[src/sv/gcd_pkg.sv]
package gcd_pkg;

   // Default operand width; the top level parameter may override it (2..64)
   localparam int OPERAND_WIDTH_DEFAULT = 32;

   // Result field width is fixed by the stream format
   localparam int DIVISOR_WIDTH = 32;

   // Result bus width, whole bytes
   localparam int RSP_DATA_WIDTH = ((DIVISOR_WIDTH + 7) / 8) * 8;

endpackage

[src/sv/gcd_skid.sv]
module gcd_skid (
   input  logic                                  clock,
   input  logic                                  reset,
   input  logic                                  push_valid,
   input  logic [gcd_pkg::DIVISOR_WIDTH-1:0]     push_data,
   output logic                                  room,
   output logic                                  rsp_tvalid,
   input  logic                                  rsp_tready,
   output logic [gcd_pkg::RSP_DATA_WIDTH-1:0]    rsp_tdata
);

   import gcd_pkg::*;

   logic                     out_valid_ff, out_valid_in;
   logic [DIVISOR_WIDTH-1:0] out_data_ff, out_data_in;
   logic                     spare_valid_ff, spare_valid_in;
   logic [DIVISOR_WIDTH-1:0] spare_data_ff, spare_data_in;
   logic                     pop;

   // Push is only offered while the spare slot is free
   assign room = !spare_valid_ff;
   assign pop  = out_valid_ff && rsp_tready;

   // Output register refills from the spare slot first, then from the pipe
   always_comb begin
      out_valid_in   = out_valid_ff;
      out_data_in    = out_data_ff;
      spare_valid_in = spare_valid_ff;
      spare_data_in  = spare_data_ff;
      if (!out_valid_ff || pop) begin
         if (spare_valid_ff) begin
            out_valid_in   = 1'b1;
            out_data_in    = spare_data_ff;
            spare_valid_in = 1'b0;
         end else begin
            out_valid_in = push_valid;
            out_data_in  = push_data;
         end
      end else if (push_valid && !spare_valid_ff) begin
         spare_valid_in = 1'b1;
         spare_data_in  = push_data;
      end
   end

   always_ff @(posedge clock) begin
      if (reset) begin
         out_valid_ff   <= 1'b0;
         spare_valid_ff <= 1'b0;
      end else begin
         out_valid_ff   <= out_valid_in;
         spare_valid_ff <= spare_valid_in;
      end
   end

   always_ff @(posedge clock) begin
      out_data_ff   <= out_data_in;
      spare_data_ff <= spare_data_in;
   end

   assign rsp_tvalid = out_valid_ff;
   assign rsp_tdata  = RSP_DATA_WIDTH'(out_data_ff);

endmodule

[config.mk]
export PLATFORM = sky130hd
export DESIGN_NAME = gcd_skid
export DESIGN_NICKNAME = d
export VERILOG_FILES = /design/src/sv/gcd_pkg.sv /design/src/sv/gcd_skid.sv
export SDC_FILE = /design/constraint.sdc
export NUM_CORES = 1
export LEC_CHECK = 0
export BUFFER_PORTS_ARGS = -buffer_cell sky130_fd_sc_hd__buf_4
export CAP_MARGIN = 0
export CORE_ASPECT_RATIO = 1.75
export CORE_MARGIN = 3
export CORE_UTILIZATION = 45
export CTS_CLUSTER_DIAMETER = 200
export CTS_CLUSTER_SIZE = 10
export DETAILED_ROUTE_END_ITERATION = 10
export MAX_ROUTING_LAYER = met4
export PLACE_DENSITY = 0.7
export SYNTH_ARGS = -nofsm -noshare
export SYNTH_HDL_FRONTEND = slang
export SYNTH_SLANG_ARGS = --single-unit
[constraint.sdc]
create_clock -name clock -period 9 [get_ports clock]
set_input_delay 1.8 -clock clock [delete_from_list [all_inputs] [get_ports clock]]
set_output_delay 1.8 -clock clock [all_outputs]
set_load 0.05 [all_outputs]
# --- Word level (Yosys, flattened, before mapping) ---
# Cells that the tools add are included.
word_totals:
  ff_bits: 66
  out_inout_bits: 34
  input_bits: 36
classes:
  n_reduce_logical: 7
  n_mux: 2
  bitwise: 1
op_table:
  columns: ["operator", "count"]
  rows:
  - ["$mux W32", 1]
  - ["$logic_and A1 B1 Y1", 2]
  - ["$logic_not A1 Y1", 2]
  - ["$reduce_and A2 Y1", 1]
  - ["$reduce_or A2 Y1", 1]
  - ["$logic_or A1 B1 Y1", 1]
  - ["$mux W1", 1]
  - ["$not A1 Y1", 1]

# --- Longest topological paths before layout ---
depth:
  word_depth: 4
  depth_mapped: 4
  depth_no_buf: 2

# --- Worst setup path after synthesis ---
# OpenSTA, ideal clock, no wires.
synth_timing:
  path_type: "input to register"
  start: "in rsp_tready"
  end: "reg spare_data_ff[0], enable pin"
  stages: 2
  required_ns: 8.532
  slack_ns: 3.424
  arrival_time_ns: 5.108
  setup_time_ns: 0.468
  path_buffers: 0
  path_cell_list: "nand2b_1 -> nor3b_1"
synth_between:
  elab_chain_len: 4
synth_rtl:
  columns: ["element", "line_no", "source"]
  rows:
  - ["start, declared", "gcd_skid.sv:8", "input logic rsp_tready,"]
  - ["$logic_and A1 B1 Y1", "gcd_skid.sv:22", "assign pop = out_valid_ff && rsp_tready;"]
  - ["$logic_or A1 B1 Y1", "gcd_skid.sv:30", "if (!out_valid_ff || pop) begin"]
  - ["$not A1 Y1 (no line)", null, null]
  - ["$reduce_and A2 Y1 (no line)", null, null]
  - ["end signal, assigned", "gcd_skid.sv:57", "spare_data_ff <= spare_data_in;"]
  - ["end, declared", "gcd_skid.sv:17", "logic [DIVISOR_WIDTH-1:0] spare_data_ff, spare_data_in;"]
# Every way passes these cells.
# A chain may end at the register's enable or synchronous reset.

# --- Worst setup path after layout ---
layout_timing:
  start: "in rsp_tready"
  end: "reg spare_data_ff[2], enable pin"
# Same word-level chain as after synthesis.

==> impl_metrics.csv <==
group,metric,value,unit
run_status,status,"finished, final reports clean",
setup_path,path_common_cell,"buf_4",
setup_path,crit_path_start_kind,"input pin",
route,via_per_inst,4.68,
floorplan,start_util,47.2,%
floorplan,dieHeight,105,µm
finish,diodes,0,
logic_synthesis,ys_types,13,
sta,min_period,4.08,ns
sta,worst_pin_slew,1.21,ns
clocking,cts_tree,"built",
route,wl_per_cell,16.6,µm
grt,grt_max_degree,36,
placement,port_buffers,69,
logic_synthesis,yosys-top-cells-area,"edfxtp_1 (76%), mux2_4 (16%), mux2_2 (2.2%), buf_12 (1.6%), dfxtp_1 (1.6%)",
sta,setup_ws,4.92,ns
power_and_ir_drop,powerDensity,206,mW/mm²
clocking,clk_pin_slew,0.06,ns
sta,slew_headroom,18.9,%
clocking,htree_levels,3,
power_and_ir_drop,p_leak,1.28,nW
floorplan,rows,35,
worst_hold_path,worstHoldStart,"spare_data_ff[2]$_DFFE_PP_",
placement,gp_congestion,0.665,
sta,max_freq,0.245,GHz
logic_synthesis,synth_area_leader_cell,"edfxtp_1",
clocking,cts_setup_buffers,0,
setup_path,max_stage_delay,1.16,ns
setup_path,arrival,4.08,ns
finish,mostFrequentLayoutCells,"buf_4 (70), edfxtp_1 (64), mux2_4 (27)",
clocking,ctsResizeCount,0,
sta,rsz0062_at_grt,"false",
placement,place_ws,4.55,ns
floorplan,die_area,0.00657,mm²
grt,gr-total-overflow,0,
grt,grt_usage,14.5,%
clocking,clock_sinks,66,
finish,fillers,443,
logic_synthesis,ys_warn_count,0,
finish,fin_area,0.00326,mm²
grt,grt_antenna_before_repair,0,
clocking,cts_buffers,9,
route,vias,1236,
worst_hold_path,hold_path.class,"flip-flop to flip-flop",
grt,grt_pass1_vias,1346,
clocking,clockBufferDepth,2,
setup_path,startpoint,"rsp_tready",
route,drc,0,
logic_synthesis,synth-seq-area-share,77.8,%
clocking,cts_hold_buf,0,
setup_path,worstPathRequired,9.01,ns
route,wl,4.38,mm
finish,layout-drive-gt1-share,62.1,%
run,max-cap-violations,0,
sta,setup_violations,0,
floorplan,coreArea,0.00534,mm²
placement,placed_cell_area,0.00308,mm²
finish,final_common_cell,"buf_4",
grt,grt_pass1_wl,6.87,mm
setup_path,critical_path_class,"input pin to flip-flop",
route,drtPass1Iterations,6,
floorplan,die-width,62.6,µm
power_and_ir_drop,design_power_total,669,µW
power_and_ir_drop,irDropWorstVdd,0.120,mV
finish,num-nets-final,221,
sta,fin_tns_setup,0,ns
floorplan,io_pins,70,
logic_synthesis,synth-seq-cells,66,
sta,finalClockSkew,0.0112,ns
route,first_iter_violations,44,
clocking,clk_latency,0.33,ns
logic_synthesis,syn-cell-area,0.00252,mm²
sta,hold_viol_final,0,
logic_synthesis,netlist.area_leader.share,76.2,%
logic_synthesis,synth_fp_nets,144,
setup_path,crit_path_top_delay_cell,"nor3b_2",
sta,holdWs,0.544,ns
route,drtAntennaViolNets,0,
clocking,root_buffer,"clkbuf_8",
sta,report.final.slew_viol_count,0,
finish,area_delta_synth_final,29.2,%
logic_synthesis,synthCells,108,
sta,finalCritPeriodShare,45.3,%
placement,place_hpwl,3.10,mm
setup_path,cp_max_fo,35,
setup_path,reg2reg_from,"rsp_tvalid$_SDFFE_PP0P_",
logic_synthesis,syn_area_per_cell,23.3,µm²
setup_path,path_cells,"buf_4, nand2b_2, nor3b_2, buf_4",
setup_path,cp-end-kind,"flip-flop",
## cells by family after synthesis
| kind of cell | after synthesis | synth area share, % |
|---|---|---|
| and+or+nand+nor | 4 | 0.893 |
| buffers and inverters | 5 | 2.78 |
| muxes | 32 | 18.3 |
| AOI/OAI and AO/OA | 1 | 0.198 |
| DFF | 66 | 77.8 |
## through the flow
stage,instances,util (%)
after floorplan,108,-
after global placement,248,57.7
after detailed placement,248,57.7
after CTS,264,61.0
after global routing,264,61.0
final,264,61.0
## flip-flops by register name (all words and copies together) (netlist names)
signal,cells
rsp_tdata,32
rsp_tvalid,1
spare_data_ff,32
spare_valid_ff,1
## report_power, final
group / leakage (nW) / switching [mW] / internal (mW)
logic: 0.550 / 0.0568 / 0.0358
registers: 0.639 / 0.00601 / 0.355
clock network: 0.0867 / 0.101 / 0.115
total: 1.28 / 0.164 / 0.505
## area by class of cell
cell class	count	area, µm²	area share [%]
sequential	66	1960	60.3
timing repair buffer	70	526	16.1
multi-input combinational	37	497	15.3
tap	74	92.6	2.84
clock inverter	2	12.5	0.384
clock buffer	14	163	4.99
inverter	1	3.75	0.115
## synth_stat cells (all sizes together)
master,number
mux2,32
buf,4
a21oi,1
edfxtp,64
inv,1
nor2,1
dfxtp,2
nor3b,1
nand2b,1
nor3,1
## critical path: cells and delay by family
family | cells | cell delay [ns]
buffers and inverters | 2 | 0.51
AND/OR/NAND/NOR | 2 | 1.76
## routing by layer
layer	GRT usage (%)	wire length [µm]
met5	-	0
met4	7.27	81
met3	4.52	211
met1	14.4	1590
met2	25.1	2500
## final timing paths
check / depth (start not counted) / slack, ns / endpoint
min: 1 / 0.54 / rsp_tdata[2]$_DFFE_PP_
max: 4 / 4.92 / spare_data_ff[2]$_DFFE_PP_
min reg2reg: 1 / 0.54 / rsp_tdata[2]$_DFFE_PP_
max reg2reg: 3 / 6.28 / spare_data_ff[2]$_DFFE_PP_
No activity file was read; power rests on OpenSTA's default activity.
